==> config.mk <==
export PLATFORM = sky130hd
export DESIGN_NAME = hrabd_fifo
export DESIGN_NICKNAME = d
export VERILOG_FILES = /design/src/sv/host_rate_average_ban_detector_macros.svh /design/src/sv/hrabd_fifo.sv
export SDC_FILE = /design/constraint.sdc
export NUM_CORES = 1
export LEC_CHECK = 0
export BUFFER_PORTS_ARGS = -buffer_cell sky130_fd_sc_hd__buf_2
export CORE_AREA = 2 2 48 50
export DETAILED_ROUTE_END_ITERATION = 10
export DIE_AREA = 0 0 50 52
export MAX_ROUTING_LAYER = met4
export PLACE_DENSITY = 0.67
export SLEW_MARGIN = 5
export SYNTH_ARGS = -nofsm -noshare
export SYNTH_HDL_FRONTEND = slang
export SYNTH_SLANG_ARGS = --single-unit
==> constraint.sdc <==
create_clock -name clock -period 4.3 [get_ports clock]
set_input_delay 0.43 -clock clock [delete_from_list [all_inputs] [get_ports clock]]
set_output_delay 0.43 -clock clock [all_outputs]
set_load 0.02 [all_outputs]
==> src/sv/host_rate_average_ban_detector_macros.svh <==
// Assertion macros shared by the host rate average ban detector.
`ifndef HOST_RATE_AVERAGE_BAN_DETECTOR_MACROS_SVH
`define HOST_RATE_AVERAGE_BAN_DETECTOR_MACROS_SVH

// Check a condition at every clock edge outside reset.
`define HRABD_ASSERT_ALWAYS(label, expr, msg) \
   label: assert property (@(posedge clock) disable iff (reset) (expr)) else $error(msg);

// Check that a condition implies another in the same cycle.
`define HRABD_ASSERT_IMPLY(label, pre, post, msg) \
   label: assert property (@(posedge clock) disable iff (reset) (pre) |-> (post)) else $error(msg);

// Check that a condition implies another in the next cycle.
`define HRABD_ASSERT_NEXT(label, pre, post, msg) \
   label: assert property (@(posedge clock) disable iff (reset) (pre) |=> (post)) else $error(msg);

`endif

==> src/sv/hrabd_fifo.sv <==
// Small register queue with push/full and pop/empty sides.
`timescale 1ns / 1ps

module hrabd_fifo #(
   parameter int WIDTH = 8,
   parameter int DEPTH = 2
) (
   input  logic             clock,
   input  logic             reset,
   input  logic             push,
   input  logic [WIDTH-1:0] din,
   output logic             full,
   input  logic             pop,
   output logic [WIDTH-1:0] dout,
   output logic             empty
);

   localparam int PTR_W = (DEPTH > 1) ? $clog2(DEPTH) : 1;
   localparam int CNT_W = $clog2(DEPTH + 1);

   logic [WIDTH-1:0] slot_ff [DEPTH];
   logic [PTR_W-1:0] wr_ptr_ff, wr_ptr_in;
   logic [PTR_W-1:0] rd_ptr_ff, rd_ptr_in;
   logic [CNT_W-1:0] count_ff, count_in;
   logic             do_push, do_pop;

   assign full    = (count_ff == CNT_W'(DEPTH));
   assign empty   = (count_ff == '0);
   assign do_push = push && !full;
   assign do_pop  = pop && !empty;
   assign dout    = slot_ff[rd_ptr_ff];

   // Advance pointers and fill count
   always_comb begin
      wr_ptr_in = wr_ptr_ff;
      rd_ptr_in = rd_ptr_ff;
      count_in  = count_ff;
      if (do_push) begin
         wr_ptr_in = (wr_ptr_ff == PTR_W'(DEPTH - 1)) ? '0 : wr_ptr_ff + 1'b1;
      end
      if (do_pop) begin
         rd_ptr_in = (rd_ptr_ff == PTR_W'(DEPTH - 1)) ? '0 : rd_ptr_ff + 1'b1;
      end
      if (do_push && !do_pop) begin
         count_in = count_ff + 1'b1;
      end else if (do_pop && !do_push) begin
         count_in = count_ff - 1'b1;
      end
   end

   always_ff @(posedge clock) begin
      if (reset) begin
         wr_ptr_ff <= '0;
         rd_ptr_ff <= '0;
         count_ff  <= '0;
      end else begin
         wr_ptr_ff <= wr_ptr_in;
         rd_ptr_ff <= rd_ptr_in;
         count_ff  <= count_in;
      end
   end

   // Store pushed item
   always_ff @(posedge clock) begin
      if (do_push) begin
         slot_ff[wr_ptr_ff] <= din;
      end
   end

endmodule

# ---- Word-level counts from Yosys, hierarchy flattened
# Memories as Yosys holds them, arrays and structs flattened. A register that Yosys moved wholly into a read port is not among the register bits.
# Index checks and enable logic that the tools add are counted.
dict set report word_totals {
  latch_bits 0
  ram_bits 16
  output_inout_bits 10
  input_bits 12
  romBits 0
  word_cells 27
  mem_count 1
  reg_bits 4
}
# name words width rd rd_ports_with_merged_regs write_ports line
set mem_list {}
lappend mem_list {slot_ff 2 8 1 1 1 hrabd_fifo.sv:21} ;# logic [WIDTH-1:0] slot_ff [DEPTH];
dict set report classes {
  bitwise_logic 0
  multipliers 0
  reduce_logical 10
  muxes 8
  div_mod_pow 0
  addsub 4
  shifts 0
  n_lt_le_gt_ge 0
  eq_ne 1
}
# operator n
set ops {}
lappend ops {{two-way mux 1 bit} 6}
lappend ops {{logical AND 1 bit} 4}
lappend ops {{zero test 1 bit} 4}
lappend ops {{two-way mux 2 bit} 2}
lappend ops {{adder 1 bit (second input constant)} 2}
lappend ops {{adder 2 x 1 -> 2 bit (second input constant)} 1}
lappend ops {{== test 2 bit (second input constant)} 1}
lappend ops {{zero test 2 bit} 1}
lappend ops {{nonzero test 2 bit} 1}
lappend ops {{subtractor 2 x 1 -> 2 bit (second input constant)} 1}

# ---- Logic depth before layout (Yosys ltp)
dict set report logic_depth {
  ltp_word 7
  ltp_mapped 6
  mapped_depth_nobuf 6
}

# ---- Worst setup path after synthesis
# OpenSTA, ideal clock, no wires.
dict set report synth_path {
  path_type {reg2reg}
  start {register count_ff[1]}
  end {register count_ff[1]}
  period_less_slack_ns 1.587
  setup_slack_ns 2.713
  arrival_time_ns 1.517
  t_required_ns 4.230
  n_path_buf 0
  setup_ns 0.070
  path_stages_with_launch 6
  path_cell_list {dfxtp_1 > nor2b_2 > nor2_1 > ha_1 > or3_1 > a21oi_1}
}
dict set report synth_via {
  elab_chain_len 6
  elab_cells_between_ends 15
  cone_classes {2 x add/sub; 1 x eq/ne; 2 x mux; 10 x reduce/logical}
}
# element line
set synth_lines {}
lappend synth_lines {{start: declaration} hrabd_fifo.sv:24} ;# logic [CNT_W-1:0] count_ff, count_in;
lappend synth_lines {{start signal: assignment} hrabd_fifo.sv:59} ;# count_ff <= count_in;
lappend synth_lines {{== test 2 bit (*)} hrabd_fifo.sv:27} ;# assign full = (count_ff == CNT_W'(DEPTH));
lappend synth_lines {{net full} hrabd_fifo.sv:12} ;# output logic full,
lappend synth_lines {{zero test 1 bit (*)} hrabd_fifo.sv:29} ;# assign do_push = push && !full;
lappend synth_lines {{logical AND 1 bit (*)} hrabd_fifo.sv:29}
lappend synth_lines {{zero test 1 bit} hrabd_fifo.sv:46} ;# end else if (do_pop && !do_push) begin
lappend synth_lines {{logical AND 1 bit} hrabd_fifo.sv:46}
lappend synth_lines {{nonzero test 2 bit (no source line)} -}
# Mark *: on every way through the listed nets, which the timed path passes. The rest lies on a longest branch. The select of a mux whose other input is x is not followed.
# A chain may end at the register's enable or synchronous reset.

==> impl_summary.txt <==
----------------------------------------------------
[CTS]
  Buffers inserted by post-CTS timing repair ... 0
  Clock Sink Count ... 21
  Hold bufs inserted after CTS ... 0
  Clock buffers created by TritonCTS ... 3
  Clk Latency, worst-skew pair ... 290 ps
  Post-cts resize count ... 0
  Cell chosen for the clock root ... sky130_fd_sc_hd__clkbuf_4
  Post-CTS clock slew at the launch and capture registers of the worst setup and hold paths ... about 110 ps
  CTS max path bufs ... 2
  Clock tree from TritonCTS ... yes
  Maximum level of the CTS H-tree ... 1

[Run]
  Number of max-cap violations ... 0

[Route]
  Residual DRC count ... 0
  Vias/cell ... between 4 and 5
  Via count of the routed design ... 452
  Routed WL per cell ... 11.4 um
  1st-iter DRT viols ... 2
  Routed wire length ... 1.16 mm
  Detailed-routing iteration count for the pre-antenna-repair pass ... 4
  Remaining number of nets flagged by the antenna check after routing ... 0

[Run status]
  Status ... completed

[Pwr]
  Clk pwr share ... 16.0%
  Share of total power in combinational logic ... 32.8%
  Cell Pwr Density ... around 580 nW/um^2
  Sw frac ... 33.2%
  Switching component of the power ... 185 uW
  P_int ... 373 uW
  Sequential group share of total power ... 51.2%
  Cell leakage power ... between 0.3 and 0.4 nW
  Worst vdd ir ... 0.000345 V

[Place]
  Setup WS pre-CTS ... 2720 ps
  Post-DP HPWL ... 830 um
  Last weighted congestion value of the routability-driven placer ... ~0.65
  Cell Count Post-Placement ... 98
  Count of buffers from port buffering ... 21
  Cell area after placement ... 928 sq um

[Worst setup path]
  Crit path max fanout ... 8
  Crit Path Category ... reg2out
  Cells on worst reg2reg path ... 4
  FF-to-FF End ... count_ff[1]
  Data arrival at the endpoint of the critical path ... roughly 1400 ps
  Internal reg-to-reg setup slack ... between 2000 and 3000 ps
  R2r startpoint ... count_ff[0]
  Setup crit end kind ... primary output
  Type of origin of the critical path ... flip-flop
  Data required time of the worst path ... 3870 ps

[Global routing]
  Number of antenna violations at the first check in global routing ... 0
  Pin count of the biggest net entering global routing ... 13
  GRT Total Usage ... 10.1%
  Total global routing overflow ... 0
  Number of global-route vias before repair ... 439
  Wire length of the first global-routing pass ... 1.84 mm

[Worst hold path]
  Path category of the worst min-delay check ... in2reg
  Number of cells on the worst hold path ... 1
  Hold wc startpoint ... din[6]
  Worst Hold Endpoint ... slot_ff[1][6]

[Logic synthesis]
  Post-synth ARST share ... 0%
  Gate Count Post-Synth ... 50
  Number of warning messages in the yosys log ... 0
  Synthesized Nets ... 63
  Avg Cell Area, Syn ... ~16 sq um
  Top area cells in the synthesized netlist ... sky130_fd_sc_hd__edfxtp_1 (61%), sky130_fd_sc_hd__dfxtp_1 (13%), sky130_fd_sc_hd__mux2_2 (11%), sky130_fd_sc_hd__xor2_1 (3.3%), sky130_fd_sc_hd__nor2_1 (2.4%)
  Share of the yosys chip area belonging to registers ... 73.2%
  Commonest cells in the netlist ... sky130_fd_sc_hd__edfxtp_1 (16), sky130_fd_sc_hd__mux2_2 (8), sky130_fd_sc_hd__dfxtp_1 (5), sky130_fd_sc_hd__nor2_1 (5)
  Post-synth top flop ... sky130_fd_sc_hd__edfxtp_1
  Most repeated cell in the gate-level netlist after synthesis ... sky130_fd_sc_hd__edfxtp_1
  Flops & latches, synth ... 21
  Netlist area before placement ... 793 sq um
  Number of synthesized flops with an enable pin ... 16
  Cell taking the most area after synthesis ... sky130_fd_sc_hd__edfxtp_1
  Synth top area share ... 60.6%
  Synth unique cells ... 13

[Cells and area]
  Register area ... 581 sq um
  Area of combinational cells with multiple inputs ... 200 sq um
  Count of nets after finishing ... 88
  Post-synthesis to final-layout area growth ... 20.5%
  Share of final-layout standard cells stronger than drive strength 1 ... between 40% and 50%
  Cell area after layout ... 956 sq um
  Filler instances ... 204
  Final cell count without fillers ... 102
  Antenna cells ... 0

[STA]
  Clock period minus final worst setup slack ... 1810 ps
  Max-slew violations ... 0
  Slew @ Worst Pin ... about 380 ps
  Fmax ... 554 MHz
  Tightest slew margin relative to the limit ... between 70% and 80%
  Count of endpoints failing setup in the final report ... 0
  Fin Setup TNS ... 0 ps
  Tcrit/Tclk final ... a little over two fifths
  Final count of hold timing violations ... 0
  Clock skew after layout ... 0.376 ps
  Minimum setup slack in the final design ... approximately 2500 ps
  Setup repair after global routing missed its margin ... no

[Floorplanning]
  Core Footprint ... 2110 sq um
  Chip Width ... 50 um
  Die outline area ... about 2600 sq um
  Total number of placement rows ... 17
  Initial Utilization ... 37.7%
  Vertical extent of the die ... ~52 um
  Top Ports ... 22

----------------------------------------------------
[cell usage in the layout (no fill, tap or decap)]
| master | n |
|---|---|
| sky130_fd_sc_hd__nor2_1 | 5 |
| sky130_fd_sc_hd__inv_1 | 2 |
| sky130_fd_sc_hd__mux2_2 | 8 |
| sky130_fd_sc_hd__buf_2 | 21 |
| sky130_fd_sc_hd__xor2_1 | 3 |
| sky130_fd_sc_hd__or3_1 | 2 |
| sky130_fd_sc_hd__ha_1 | 1 |
| sky130_fd_sc_hd__and2_1 | 1 |
| sky130_fd_sc_hd__edfxtp_1 | 16 |
| sky130_fd_sc_hd__nor2b_2 | 1 |
| sky130_fd_sc_hd__dfxtp_1 | 5 |
| sky130_fd_sc_hd__clkbuf_4 | 3 |
| sky130_fd_sc_hd__o21ai_0 | 3 |
| sky130_fd_sc_hd__a21oi_1 | 2 |
| sky130_fd_sc_hd__clkinv_2 | 1 |
[worst max-delay path by stage]
| stage | startpoint | end | slack, ps |
|---|---|---|---|
| after global routing | flip-flop | dout[3] | 2390 |
| after floorplan | count_ff[1] | count_ff[1] | 2710 |
| after CTS | flip-flop | dout[6] | 2460 |
| after detailed placement | pop | count_ff[1] | 2720 |
| final | flip-flop | dout[7] | 2490 |
| after global placement | push | count_ff[1] | 2770 |
[state kept, by name, summed over array words and instances, names as in the netlist, named ones only]
signal	flops
slot_ff	16
count_ff	2
rd_ptr_ff	1
wr_ptr_ff	1
[layout make-up]
type / count / area share, %
Tap cell: 28 / 3.66
Inverter: 2 / 0.785
Clock inverter: 1 / 0.524
Clock buffer: 3 / 2.36
Sequential cell: 21 / 60.7
Timing Repair Buffer: 21 / 11.0
Multi-Input combinational cell: 26 / 20.9
[through the flow]
stage | total power [mW] | utilization, % | hold WS, ps
final | 0.558 | 45.4 | 320
after global routing | 0.593 | 45.4 | 308
after CTS | 0.567 | 45.4 | 309
after detailed placement | 0.476 | 44.1 | 479
after global placement | 0.472 | 44.1 | 469
after floorplan | 0.423 | - | 452
[power by group through the flow]
stage          Clock [mW]  Combinational [mW]  Sequential, mW
6_report           0.0894               0.183           0.286
5_1_grt             0.101               0.200           0.293
4_1_cts            0.0948               0.186           0.286
3_5_place_dp            0               0.186           0.290
3_3_place_gp            0               0.182           0.290
2_1_floorplan           0               0.147           0.276
[routing by layer]
layer	vias up	global-route usage, %	routed length (um)
met2	15	17.3	590
met1	209	11.1	500
met4	0	4.17	0
li1	228	-	-
met5	-	-	0
met3	0	2.87	67
[worst max-delay path, cell delays in order, from the launching register on]
cell and delay [ps]:
sky130_fd_sc_hd__dfxtp_1 550, sky130_fd_sc_hd__mux2_2 380, sky130_fd_sc_hd__buf_2 160
[cells by family (layout without fill, tap and decap cells)]
family	after synthesis	count (layout)	synth area share, %
flops	21	21	73.2
compound gates	5	5	3.15
fa+ha+maj	1	1	1.58
xor+xnor	3	3	3.31
mux	8	8	11.4
buf+inv	3	27	1.58
simple gates	9	9	5.84
Power figures use the tool's default switching activity.
