$ cat src/sv/host_rate_average_ban_detector_macros.svh
// Assertion macros shared by the host rate average ban detector.
`ifndef HOST_RATE_AVERAGE_BAN_DETECTOR_MACROS_SVH
`define HOST_RATE_AVERAGE_BAN_DETECTOR_MACROS_SVH

// Check a condition at every clock edge outside reset.
`define HRABD_ASSERT_ALWAYS(label, expr, msg) \
   label: assert property (@(posedge clock) disable iff (reset) (expr)) else $error(msg);

// Check that a condition implies another in the same cycle.
`define HRABD_ASSERT_IMPLY(label, pre, post, msg) \
   label: assert property (@(posedge clock) disable iff (reset) (pre) |-> (post)) else $error(msg);

// Check that a condition implies another in the next cycle.
`define HRABD_ASSERT_NEXT(label, pre, post, msg) \
   label: assert property (@(posedge clock) disable iff (reset) (pre) |=> (post)) else $error(msg);

`endif

$ cat src/sv/hrabd_pkg.sv
// Package with types, constants and codes of the host rate average ban detector.
`timescale 1ns / 1ps

package hrabd_pkg;

   // Item field widths
   localparam int HOST_W    = 8;
   localparam int METRIC_W  = 3;
   localparam int COUNT_W   = 48;
   localparam int LIMIT_W   = 32;
   localparam int METRICS   = 8;
   localparam int HOST_CODES = 2 ** HOST_W;

   // Arithmetic widths
   localparam int RECIP_W   = 32;
   localparam int FACTOR_W  = 16;
   localparam int PROD_W    = 64;
   localparam int LANES     = 2;

   // Configuration port
   localparam int CSR_INDEX_W = 3;
   localparam int CSR_DATA_W  = 64;
   localparam int LIMIT_SETS  = 4;
   localparam logic [RECIP_W-1:0] RATE_RECIP_RESET = 32'h0001_0000;

   // Parameter defaults
   localparam int HOSTS_DEFAULT      = 256;
   localparam int MBPS_SHIFT_DEFAULT = 17;

   // Depth of the queues between the parts
   localparam int QUEUE_DEPTH = 2;

   // Configuration register indexes
   typedef enum logic [CSR_INDEX_W-1:0] {
      CSR_RATE_RECIPROCAL   = 3'd0,
      CSR_SMOOTHING_FACTOR  = 3'd1,
      CSR_CHECK_ENABLE_MASK = 3'd2,
      CSR_LIMITS_TOTAL      = 3'd3,
      CSR_LIMITS_TCP        = 3'd4,
      CSR_LIMITS_UDP        = 3'd5,
      CSR_LIMITS_ICMP       = 3'd6
   } csr_reg_type;

   // Back sequencer states
   typedef enum logic [2:0] {
      ST_CLEAR,
      ST_IDLE,
      ST_RATE,
      ST_DIFF,
      ST_MUL,
      ST_UPDATE,
      ST_FINISH
   } back_state_type;

   // Classified item handed from the front to the back
   typedef struct packed {
      logic [HOST_W-1:0]   host;
      logic [METRIC_W-1:0] metric;
      logic                check_en;
      logic                is_bytes;
      logic [LIMIT_W-1:0]  limit;
      logic [COUNT_W-1:0]  in_count;
      logic [COUNT_W-1:0]  out_count;
   } task_type;

   // Result item
   typedef struct packed {
      logic [HOST_W-1:0]   host_echo;
      logic [METRIC_W-1:0] metric_echo;
      logic [COUNT_W-1:0]  avg_in_rate;
      logic [COUNT_W-1:0]  avg_out_rate;
      logic                metric_exceeded;
      logic                host_ban;
   } rsp_type;

   // Control from the back to the queues
   typedef struct packed {
      logic task_pop;
      logic out_push;
      logic clearing;
   } back_ctrl_type;

endpackage

$ cat src/sv/hrabd_front.sv
// Front part: accepts items, maps the host to its slot and selects the limit.
`timescale 1ns / 1ps

module hrabd_front import hrabd_pkg::*; #(
   parameter int  HOSTS  = HOSTS_DEFAULT,
   localparam int SLOT_W = (HOSTS > 1) ? $clog2(HOSTS) : 1
) (
   input  logic                              clock,
   input  logic                              reset,
   input  logic                              hold,
   input  logic                              push,
   output logic                              full,
   input  logic [HOST_W-1:0]                 host,
   input  logic [METRIC_W-1:0]               metric,
   input  logic [COUNT_W-1:0]                in_count,
   input  logic [COUNT_W-1:0]                out_count,
   input  logic [METRICS-1:0]                check_enable_mask,
   input  logic [LIMIT_SETS-1:0][CSR_DATA_W-1:0] limits,
   input  logic                              q_full,
   output logic                              q_push,
   output task_type                          q_item,
   output logic [SLOT_W-1:0]                 q_slot
);

   logic [SLOT_W-1:0] slot_table [HOST_CODES];
   logic              valid_ff, valid_in;
   task_type          item_ff, item_in;
   logic [SLOT_W-1:0] slot_ff, slot_in;
   logic              accept;
   logic [CSR_DATA_W-1:0] limit_word;

   // Host to slot table, host modulo HOSTS
   for (genvar g = 0; g < HOST_CODES; g++) begin : g_slot
      assign slot_table[g] = SLOT_W'(g % HOSTS);
   end

   assign full   = hold || (valid_ff && q_full);
   assign accept = push && !full;
   assign q_push = valid_ff && !q_full;
   assign q_item = item_ff;
   assign q_slot = slot_ff;

   // Classify the incoming item
   always_comb begin
      limit_word       = limits[metric[METRIC_W-1:1]];
      item_in          = item_ff;
      slot_in          = slot_ff;
      if (accept) begin
         item_in.host      = host;
         item_in.metric    = metric;
         item_in.check_en  = check_enable_mask[metric];
         item_in.is_bytes  = metric[0];
         item_in.limit     = metric[0] ? limit_word[CSR_DATA_W-1:LIMIT_W]
                                       : limit_word[LIMIT_W-1:0];
         item_in.in_count  = in_count;
         item_in.out_count = out_count;
         slot_in           = slot_table[host];
      end
      valid_in = accept || (valid_ff && q_full);
   end

   always_ff @(posedge clock) begin
      if (reset) begin
         valid_ff <= 1'b0;
      end else begin
         valid_ff <= valid_in;
      end
   end

   // Hold the staged item
   always_ff @(posedge clock) begin
      item_ff <= item_in;
      slot_ff <= slot_in;
   end

endmodule

$ cat config.mk
export PLATFORM = sky130hd
export DESIGN_NAME = hrabd_front
export DESIGN_NICKNAME = d
export VERILOG_FILES = /design/src/sv/host_rate_average_ban_detector_macros.svh /design/src/sv/hrabd_pkg.sv /design/src/sv/hrabd_front.sv
export SDC_FILE = /design/constraint.sdc
export NUM_CORES = 1
export LEC_CHECK = 0
export ABC_AREA = 1
export BUFFER_PORTS_ARGS = -buffer_cell sky130_fd_sc_hd__buf_2
export CAP_MARGIN = 10
export CORE_AREA = 10 10 194 196
export CTS_BUF_LIST = sky130_fd_sc_hd__clkbuf_16
export DETAILED_ROUTE_END_ITERATION = 7
export DIE_AREA = 0 0 204 206
export PLACE_DENSITY_LB_ADDON = 0.25
export SLEW_MARGIN = 30
export SYNTH_ARGS = -nofsm -noshare
export SYNTH_HDL_FRONTEND = slang
export SYNTH_SLANG_ARGS = --single-unit
$ cat constraint.sdc
create_clock -name clock -period 21.2 [get_ports clock]
set_clock_uncertainty 0.2 [all_clocks]
set_input_delay 1.06 -clock clock [delete_from_list [all_inputs] [get_ports clock]]
set_output_delay 1.06 -clock clock [all_outputs]
set_load 0.01 [all_outputs]
* Word-level counts from Yosys, hierarchy flattened *
Memory sizes are Yosys's and may differ from the RTL's. A register that Yosys moved wholly into a read port is not among the register bits.
Cells that the tools add are included.
Widths: inputs -> output; s select.

operators by class
  magnitude comparators = 2
  multiplexer cells = 5
  bitwise operators = 1
  reduce and logical (&&, ||, !) cells = 7

operators with widths
  kind                count
  $bmux 64 s2         1
  $mux 64             1
  $mux 32             1
  $not 8->9           1
  $lt 3x4->1 const B  1
  $bmux 1 s3          1
  $logic_and 1x1->1   3
  $lt 2x3->1 const B  1
  $logic_not 1->1     2
  $logic_or 1x1->1    2
  $mux 1              1

storage, ports and cells
  register bits after elaboration = 142
  bits in read-only memories = 2,048
  input port bits = 376
  output and inout bits = 151
  memories kept = 1

memory list
  name              words  width  read ports  clocked after Yosys merged registers in  wr ports  line               text
  (name not given)  256    8      1           1                                        0         hrabd_front.sv:57  slot_in = slot_table[host];

* Longest topological paths before layout *
Gate-level depths: netlist (run 1).

  depth after elaboration = 5
  gate-level depth with buffers = 9
  mapped depth without buffers = 6

* Worst setup path after synthesis (run 1) *
OpenSTA, ideal clock, no wires.

  path type = input-to-reg
  start = input port q_full
  end = register item_ff, in the netlist q_item[0], enable pin
  library setup time = 643 ps
  data arrival time = 7,086 ps
  path slack = 13,271 ps
  stages = 3
  buffers on the path = 0
  path through = nand2_1 nand2_1 nor2_1

between the ends
  word-level cells in the longest chain between the ends = 4

RTL lines
  item                    line               text
  start: declaration      hrabd_front.sv:19  input logic q_full,
  $logic_and 1x1->1       hrabd_front.sv:37  assign full = hold || (valid_ff && q_full);
  $logic_or 1x1->1        hrabd_front.sv:37
  named net full          hrabd_front.sv:12  output logic full,
  $logic_not 1->1         hrabd_front.sv:38  assign accept = push && !full;
  $logic_and 1x1->1       hrabd_front.sv:38
  named net accept        hrabd_front.sv:29  logic accept;
  end signal: assignment  hrabd_front.sv:72  item_ff <= item_in;
  end: declaration        hrabd_front.sv:27  task_type item_ff, item_in;

The timed path passes the listed nets, and every way through them passes these cells.
A chain may end at the register's enable or synchronous reset.

* Final worst setup path (run 1) *
  start = input port q_full
  end = register item_ff, in the netlist q_item[0], enable pin

between the ends
  word-level cells in the longest chain between the ends = 4

RTL lines
  item               line
  $logic_and 1x1->1  hrabd_front.sv:37
  $logic_or 1x1->1   hrabd_front.sv:37
  $logic_not 1->1    hrabd_front.sv:38
  $logic_and 1x1->1  hrabd_front.sv:38
  named net accept   hrabd_front.sv:29

The timed path passes the listed nets, and every way through them passes these cells.

==> metrics.md, run 1 <==
| Metric | Value |
|---|---|
| Worst Path Buf+Inv | 3 |
| Largest net degree at the start of global routing | 91 |
| Final nets | 1,907 |
| Worst min-delay path category | register to register |
| Final hold vios | 0 |
| Number of cells after detailed placement | 1,967 |
| Worst path max stage delay | 0.65 ns |
| Crit-path max FO | 76 |
| GRT Overall Usage | 15.53% |
| RSZ-0062 raised after global routing | no |
| Antenna violations before repair | 6 |
| CTS Sinks | 141 |
| DR pass1 iterations | 5 |
| Row Count | 68 |
| Cts hold-fix bufs | 0 |
| Lkg Pwr | 6.587 nW |
| Chip height | 206 um |
| Seq cells post-synth | 141 |
| Die area | 0.04202 mm2 |
| Post-DP HPWL | 27.60 mm |
| Placer Congestion | 0.8612 |
| CP startpoint kind | input port |
| CP most frequent cell | nand2_1 |
| Htree depth | 4 |
| Final Critical Period | 3.400 ns |
| ANT nets after route | 0 |
| Share of cells above drive strength 1 | 36.85% |
| Pwr/cell area | 66.21 mW/mm2 |
| Worst-margin pin slew | 0.9415 ns |
| Die Width | 204 um |
| Worst Path Arrival | 3.25 ns |
| Synth warn | 0 |
| DR vias/cell | 4.015 |
| Cell Count, Final, Fillers Out | 2,002 |
| Residual DRC | 0 |
| Number of I/O port buffers | 526 |
| Starting density of the core | 23.35% |
| TNS Setup | 0 ns |
| Max_slew headroom | 37.23% |
| Crit-path slowest cell | buf_4 |
| Total routed wirelength | 34.59 mm |
| Core footprint | 0.03395 mm2 |
| Worst Setup End Kind | register |
| Fmax | 0.2941 GHz |
| Area grow syn2layout | 44.00% |
| Syn_nets | 1,414 |
| Vias in the first global route | 8,157 |
| CTS buffer count | 17 |
| Cells resized by post-CTS repair | 0 |
| Fillers | 3,728 |
| Vias | 8,038 |
| I/O pins | 527 |
| Status | completed |
| MaxCap Viol Count | 0 |
| Worst Path Required | 21.05 ns |
| Clk slew on worst S/H paths | 0.07 ns |
| Library cells used by synthesis | 14 |
| Clock Path Buffers | 2 |
| Number of setup buffers added after CTS | 0 |
| Fin. max-slew vios | 0 |
| Finish-stage setup viols | 0 |
| Grt ovf | 0 |
| Design Area, Final | 0.01141 mm2 |
| Period utilization | 16.04% |
| Footprint of the multi-input gates | 0.002301 mm2 |
| Register area | 0.004224 mm2 |
| Worst-Skew Late Latency | 0.42 ns |
| TritonCTS clock tree | done |
| Area after DPL | 0.01081 mm2 |
| Initial drt markers | 399 |
| Worst path cell trace | buf_2 -> nand2_1 -> nand2_1 -> nor2_4 -> buf_4 -> buf_6 |
| Peak VDD IR | 0.00005517 V |
| Average wire per standard cell | 17.28 um |
| Synthesized area | 0.007925 mm2 |
| First-pass GRT wire length | 49.56 mm |
| Crit Path Category | input port to register |
| Synth Instances | 1,038 |
| CP delay by family, top | buffers and inverters |
| Root Driver | clkbuf_16 |
| Sequential-to-total area share from yosys stat | 53.30% |
| Mapped Avg Cell Area | 7.635 um2 |
## synth_stat cells (all sizes together)
cell    count  share of area (%)
dfxtp       1               0.25
inv       271                 13
nor2        2              0.095
o21bai      1              0.095
nand2     431                 20
edfxtp    140                 53
clkbuf      8               0.38
nand3     132                8.3
clkinv      1              0.047
buf        51                4.5
## worst register-to-register path, delay by kind of cell (launching register included)
kind                   cells  cell delay [ns]
DFF                        1             0.31
and+or+nand+nor            3             0.68
buffers and inverters      2             1.33
## worst paths after layout
path            start   endpoint  slack (ns)  cells past startpoint
min          valid_ff   valid_ff        0.40                      4
min reg2reg  valid_ff   valid_ff        0.40                      4
max            q_full  q_item[0]       17.80                      6
max reg2reg  valid_ff  q_item[0]       18.23                      5
## state kept, by name (all words and copies together) (netlist names)
signal and count:
q_item 132, q_slot 8, valid_ff 1
## cell families after synthesis
| kind of cell | count (synthesis) | synth area share, % |
|---|---|---|
| flops | 141 | 53.30 |
| compound gates | 1 | 0.09476 |
| simple gates | 565 | 28.84 |
| buf+inv | 331 | 17.76 |
## layout make-up
type / instances / share of cell area (%)
tap: 455 / 4.988
clock inverter: 15 / 1.491
clock buffer: 17 / 3.728
antenna: 3 / 0.06578
timing repair buffer: 533 / 23.58
sequential: 141 / 37.01
multi-input combinational: 566 / 20.16
inverter: 272 / 8.968
## per-stage QoR
step	utilization (%)	power [mW]	worst slack (ns)	hold WS, ns
global placement	31.83	0.4594	17.17	0.3771
finish	33.62	0.7556	17.80	0.4022
floorplan	-	0.4000	13.27	0.3345
global route	33.60	0.7986	17.67	0.4499
CTS	33.58	0.7683	17.56	0.4084
detailed placement	31.83	0.4607	17.10	0.3887
## report_power, final
group	internal, mW	leakage, nW	total, mW	switching, mW
clock network	0.159	0.281	0.304	0.145
logic	0.0527	4.98	0.125	0.0726
registers	0.323	1.32	0.326	0.00313
total	0.535	6.59	0.756	0.221
## routing by layer
layer	up-vias	track usage, %	share of wire, %
li1	4065	-	-
met1	3591	17.11	39
met2	352	27.21	50
met3	24	6.411	9.8
met4	6	3.888	1.4
met5	-	0	0.14
## cell usage in the layout, fill, tap and decap left out, drive strengths merged
master / n
buf: 533
nand2: 431
inv: 280
edfxtp: 140
nand3: 132
clkbuf: 17
clkinv: 4
diode: 3
clkinvlp: 3
nor2: 2
o21bai: 1
dfxtp: 1
No activity file was read; power rests on OpenSTA's default activity.
==> run 2: changes to the inputs <==
clock period = 2.86 ns   (was 21.2 ns; I/O delays follow)
==> run 2 against run 1 <==
Clock-buffer cell count stayed put. Highest routed layer unchanged. Non-clock buffer count is 263 higher. Clock power grew to 7.5 times the previous value.
==> metrics.md, run 2 (synthesized netlist as in run 1, its figures left out) <==
| Metric | Value |
|---|---|
| Residual DRC | 0 (unchanged) |
| Worst-margin pin slew | 0.6600 ns (-0.2815 ns) |
| GRT Overall Usage | 18.02% (+2.5 points) |
| Commonest non-fill, non-tap cell in the layout | buf_2 |
| MaxCap Viol Count | 0 (unchanged) |
| WL met2 | 19.55 mm (+13%) |
| Period utilization | 90.24% |
| CP startpoint kind | input port |
| Max reg flops | 132 (unchanged) |
| Largest net degree at the start of global routing | 80 (-12%) |
| Share of cells above drive strength 1 | 31.99% (-4.9 points) |
| Cts hold-fix bufs | 257 (+257) |
| DR pass1 iterations | 5 (unchanged) |
| Initial drt markers | 459 (+15%) |
| Die area | 0.04202 mm2 (unchanged) |
| Number of I/O port buffers | 526 (unchanged) |
| Worst Path Required | 2.84 ns (-18.21 ns) |
| Worst Setup End Kind | register |
| RSZ-0062 raised after global routing | no |
| Vias in the first global route | 10,020 (+23%) |
| CTS Sinks | 141 (unchanged) |
| Worst path max stage delay | 0.56 ns (-0.09 ns) |
| Die Width | 204 um (unchanged) |
| Crit-path slowest cell | dlygate4sd3_1 |
| First-pass GRT wire length | 58.31 mm (+18%) |
| Worst Path Arrival | 2.56 ns (-0.69 ns) |
| Max_slew headroom | 56.00% (+19 points) |
| Fin worst setup slack | 0.2791 ns (-17.52 ns) |
| Lkg Pwr | 7.663 nW (+16%) |
| Crit Path Category | input port to register |
| Finish-stage setup viols | 0 (unchanged) |
| Starting density of the core | 23.35% (unchanged) |
| ANT nets after route | 0 (unchanged) |
| Area grow syn2layout | 78.12% |
| Worst path cell trace | buf_4 -> buf_12 -> nand2_1 -> nand3_1 -> dlygate4sd3_1 -> nand2_1 -> dlygate4sd3_1 -> nand2_1 -> nand2_1 |
| Row Count | 68 (unchanged) |
| Status | completed |
| Cell Count, Final, Fillers Out | 2,265 (+13%) |
| Placer Congestion | 0.9501 (+10%) |
| Place WS | 0.7875 ns (-16.31 ns) |
| Pwr Total | 6.024 mW (+700%) |
| TritonCTS clock tree | done |
| Grt ovf | 0 (unchanged) |
| Uppermost layer routed | met5 |
| WHS | 0.01916 ns (-0.3830 ns) |
| Clock Path Buffers | 2 (unchanged) |
| CP most frequent cell | nand2_1 |
| Htree depth | 4 (unchanged) |
| I/O pins | 527 (unchanged) |
| Final core utilization | 41.58% (+8.0 points) |
| Fin. max-slew vios | 0 (unchanged) |
| Final hold vios | 0 (unchanged) |
| Final nets | 2,170 (+14%) |
| Number of cells after detailed placement | 1,973 (+0.31%) |
| CTS buffer count | 17 (unchanged) |
| WL met3 | 3.119 mm (-8.2%) |
| Total routed wirelength | 39.28 mm (+14%) |
| Average wire per standard cell | 17.34 um (+0.38%) |
| Root Driver | clkbuf_16 |
| DR vias/cell | 4.131 (+2.9%) |
| Core footprint | 0.03395 mm2 (unchanged) |
| Commonest non-fill, non-tap cells in the layout | buf_2, nand2_1, inv_1 |
| Vias | 9,356 (+16%) |
| Peak VDD IR | 0.0003624 V (+560%) |
| Final Critical Period | 2.581 ns |
| Crit-path max FO | 75 (-1.3%) |
| Worst-Skew Late Latency | 0.41 ns (about the same) |
| Fmax | 0.3875 GHz |
| Antenna violations before repair | 7 (+1) |
| Clk slew on worst S/H paths | 0.08 ns (about the same) |
| M1 wire length | 15.67 mm (+17%) |
| Cells resized by post-CTS repair | 0 (unchanged) |
| Post-DP HPWL | 28.98 mm (+5.0%) |
| Pwr/cell area | 426.8 mW/mm2 (+540%) |
| Worst min-delay path category | input port to register |
| Chip height | 206 um (unchanged) |
| Number of setup buffers added after CTS | 0 (unchanged) |
==> run 2: cell type report <==
class                   count  area [um2]
multi-input cells         566        2311
clock buffers              17       425.4
fillers                  3462       19830
inverters                 272        1023
repair buffers            796        5380
clock inverters            15       173.9
flip-flops and latches    141        4225
diodes                      3       7.507
well taps                 455       569.3
==> run 2: power by group <==
group          internal [mW]  total, mW  switching, mW
sequential              2.40       2.43         0.0304
clock                   1.18       2.29           1.11
combinational          0.687       1.31          0.622
total                   4.27       6.02           1.76
==> run 2: path summary, 6_finish.rpt <==
kind | start | to | slack, ns | cells past startpoint
worst max-delay path | metric[1] | q_item[99] | 0.28 | 9
worst min-delay path | check_enable_mask[7] | q_item[129] | 0.02 | 7
worst max register to register | valid_ff | q_item[89] | 0.69 | 4
worst min register to register | valid_ff | q_item[73] | 0.71 | 4
==> run 2: worst max-delay path: cells and delay by family <==
family	cells	cell delay (ns)
buffers and inverters	4	1.97
and+or+nand+nor	5	0.35
==> run 2: per-stage QoR <==
stage | setup TNS [ns] | cell area (um2)
after floorplan | -41.99 | 7944
after global placement | 0 | 10940
after detailed placement | 0 | 10940
after CTS | 0 | 14110
after global routing | 0 | 14120
final | 0 | 14120
==> run 2: layer usage <==
metal | track usage (%) | vias up
met5 | 0 | -
met3 | 5.580 | 42
met1 | 20.60 | 4306
li1 | - | 4594
met2 | 31.62 | 406
met4 | 5.501 | 8
==> run 3: changes to the inputs <==
CORE_AREA = 10 10 197 199   (was 10 10 194 196)
DIE_AREA = 0 0 207 209   (was 0 0 204 206)
==> run 3 against run 2 <==
Wire length fell by 2.5%. First-iteration DRC count rose by 3.7%. Worst hold slack got worse by 0.0014 ns. Maximum frequency fell by 7.0%. Register-to-register slack improved by 0.26 ns. Sequential share of layout area rose by 0.45 points. Sequential cell count did not move. Power fell by 0.38%. Utilization fell by 1.9 points. Worst setup slack got worse by 0.19 ns. Global-route usage fell by 1.3 points. Via count fell by 2.1%. Critical endpoint is now q_item[105]. Largest cell class unchanged.
==> metrics.md, run 3 (synthesized netlist as in run 1, its figures left out) <==
| Metric | Value |
|---|---|
| Status | completed |
| DR pass1 iterations | 4 (-1) |
| Area grow syn2layout | 75.47% |
| RSZ-0062 raised after global routing | no |
| Crit Path Category | input port to register |
| Footprint of the multi-input gates | 0.002311 mm2 (unchanged) |
| DR vias/cell | 4.073 (-1.4%) |
| Htree depth | 4 (unchanged) |
| Vias | 9,161 (-2.1%) |
| WHS | 0.01777 ns (-0.001393 ns) |
| Hold Path End | q_item[101] |
| Fmax | 0.3604 GHz (-7.0%) |
| Period utilization | 97.00% (+6.8 points) |
| Final nets | 2,149 (-0.97%) |
| Worst Setup End Kind | register |
| Crit-path max FO | 1 (-99%) |
| Worst Path Required | 2.83 ns (about the same) |
| Number of I/O port buffers | 526 (unchanged) |
| Final Critical Period | 2.774 ns (+0.1934 ns) |
| Commonest non-fill, non-tap cell in the layout | buf_2 |
| Max reg flops | 132 (unchanged) |
| Clock Path Buffers | 2 (unchanged) |
| Die Width | 207 um (+1.5%) |
| Antenna violations before repair | 2 (-5) |
| First-pass GRT wire length | 56.79 mm (-2.6%) |
| R2R Setup Slk | 0.95 ns (+0.26 ns) |
| Worst-margin pin slew | 0.8024 ns (+0.1424 ns) |
| Worst Path Arrival | 2.75 ns (+0.19 ns) |
| ANT nets after route | 0 (unchanged) |
| Finish-stage setup viols | 0 (unchanged) |
| Fin. max-slew vios | 0 (unchanged) |
| Share of cells above drive strength 1 | 32.25% (+0.26 points) |
| Reg2Reg Capture Point | valid_ff |
| Hold_sp | limits[165] |
| Core footprint | 0.03505 mm2 (+3.3%) |
| CTS Sinks | 141 (unchanged) |
| Clk slew on worst S/H paths | 0.07 ns (about the same) |
| Commonest non-fill, non-tap cells in the layout | buf_2, nand2_1, inv_1 |
| Root Driver | clkbuf_16 |
| Final hold vios | 0 (unchanged) |
| GRT Overall Usage | 16.71% (-1.3 points) |
| Average wire per standard cell | 17.02 um (-1.8%) |
| Pwr/cell area | 431.6 mW/mm2 (+1.1%) |
| I/O pins | 527 (unchanged) |
| Fillers | 3,656 (+5.6%) |
| Pwr Total | 6.001 mW (-0.38%) |
| Largest net degree at the start of global routing | 132 (+65%) |
| Grt ovf | 0 (unchanged) |
| TritonCTS clock tree | done |
| Worst min-delay path category | input port to register |
| Place WS | 0.9873 ns (+0.1998 ns) |
| Peak VDD IR | 0.0003249 V (-10%) |
| MaxCap Viol Count | 0 (unchanged) |
| Chip height | 209 um (+1.5%) |
| Worst-Skew Late Latency | 0.41 ns (about the same) |
| Worst hold path depth | 7 (unchanged) |
| Post-DP HPWL | 27.92 mm (-3.6%) |
| Placer Congestion | 0.8303 (-13%) |
| Die area | 0.04326 mm2 (+2.9%) |
| Starting density of the core | 22.61% (-0.74 points) |
| Row Count | 69 (+1.5%) |
| Lkg Pwr | 7.600 nW (-0.82%) |
| Vias in the first global route | 9,524 (-4.9%) |
| CTS buffer count | 17 (unchanged) |
| CP startpoint kind | input port |
| Cell depth of the worst flop-to-flop path | 7 (+3) |
| Max_slew headroom | 46.51% (-9.5 points) |
| Total routed wirelength | 38.28 mm (-2.5%) |
| Initial drt markers | 476 (+3.7%) |
| Residual DRC | 0 (unchanged) |
| Register area | 0.004225 mm2 (unchanged) |
| Fin worst setup slack | 0.08568 ns (-0.1934 ns) |
| FF-to-FF Start | valid_ff |
## run 3: cell count changes in the layout (fill, tap and decap cells not counted), moves of 2 or more
cell,delta
inv_6,+4
buf_12,-4
clkinv_8,-3
dlygate4sd3_1,-20
inv_8,-2
## run 3: final cells by class
cell class	count	area share, %
Antenna cell	2	0.03599
Clock buffer	17	3.059
Clock inverter	15	1.206
Inverter	272	7.378
Multi-Input combinational cell	566	16.62
Sequential cell	141	30.39
Tap cell	461	4.148
Timing Repair Buffer	775	37.17
## run 3: how the worst max path moves through the flow
stage                startpoint  depth (start not counted)  slack (ns)           to
floorplan              valid_ff                          3       -0.30    q_item[0]
global placement      metric[2]                          6        0.73  q_item[113]
detailed placement    metric[1]                          8        0.99   q_item[97]
CTS                   metric[1]                         10        0.08  q_item[108]
global route        limits[137]                         11       0.006  q_item[105]
finish              limits[137]                         11        0.09  q_item[105]
## run 3: worst max-delay path, cell delays in order
cell and delay [ns]:
dlygate4sd3_1 0.52, buf_2 0.11, inv_1 0.04, nand2_1 0.04, nand3_1 0.08, dlygate4sd3_1 0.55, nand2_1 0.05, dlygate4sd3_1 0.55
nand2_1 0.06, nand2_1 0.05, dlygate4sd3_1 0.55
## run 3: stage by stage
step / cells / setup TNS [ns] / utilization, % / instance area [um2]
3_3_place_gp: 1976 / 0 / 31.05 / 10880
6_report: 2249 / 0 / 39.67 / 13910
4_1_cts: 2249 / 0 / 39.63 / 13890
3_5_place_dp: 1976 / 0 / 31.06 / 10890
5_1_grt: 2248 / 0 / 39.67 / 13900
2_1_floorplan: 1038 / -41.99 / - / 7944
## run 3: metal layers
metal	share of wire, %	global-route usage [%]
met1	40	18.89
met2	50	29.35
met3	7.3	4.921
met4	2.5	5.865
met5	0.052	0
## run 3: repair_timing
action,CTS,global route
hold buffers,241,0
resized for setup,0,3
endpoints found under the setup margin,0,5
hold endpoints to repair,137,0
setup buffers,0,0
## run 3: power by group
part,switching [mW],total [mW],internal (mW)
Clock,1.05,2.29,1.25
Combinational,0.616,1.29,0.670
Sequential,0.0260,2.42,2.40
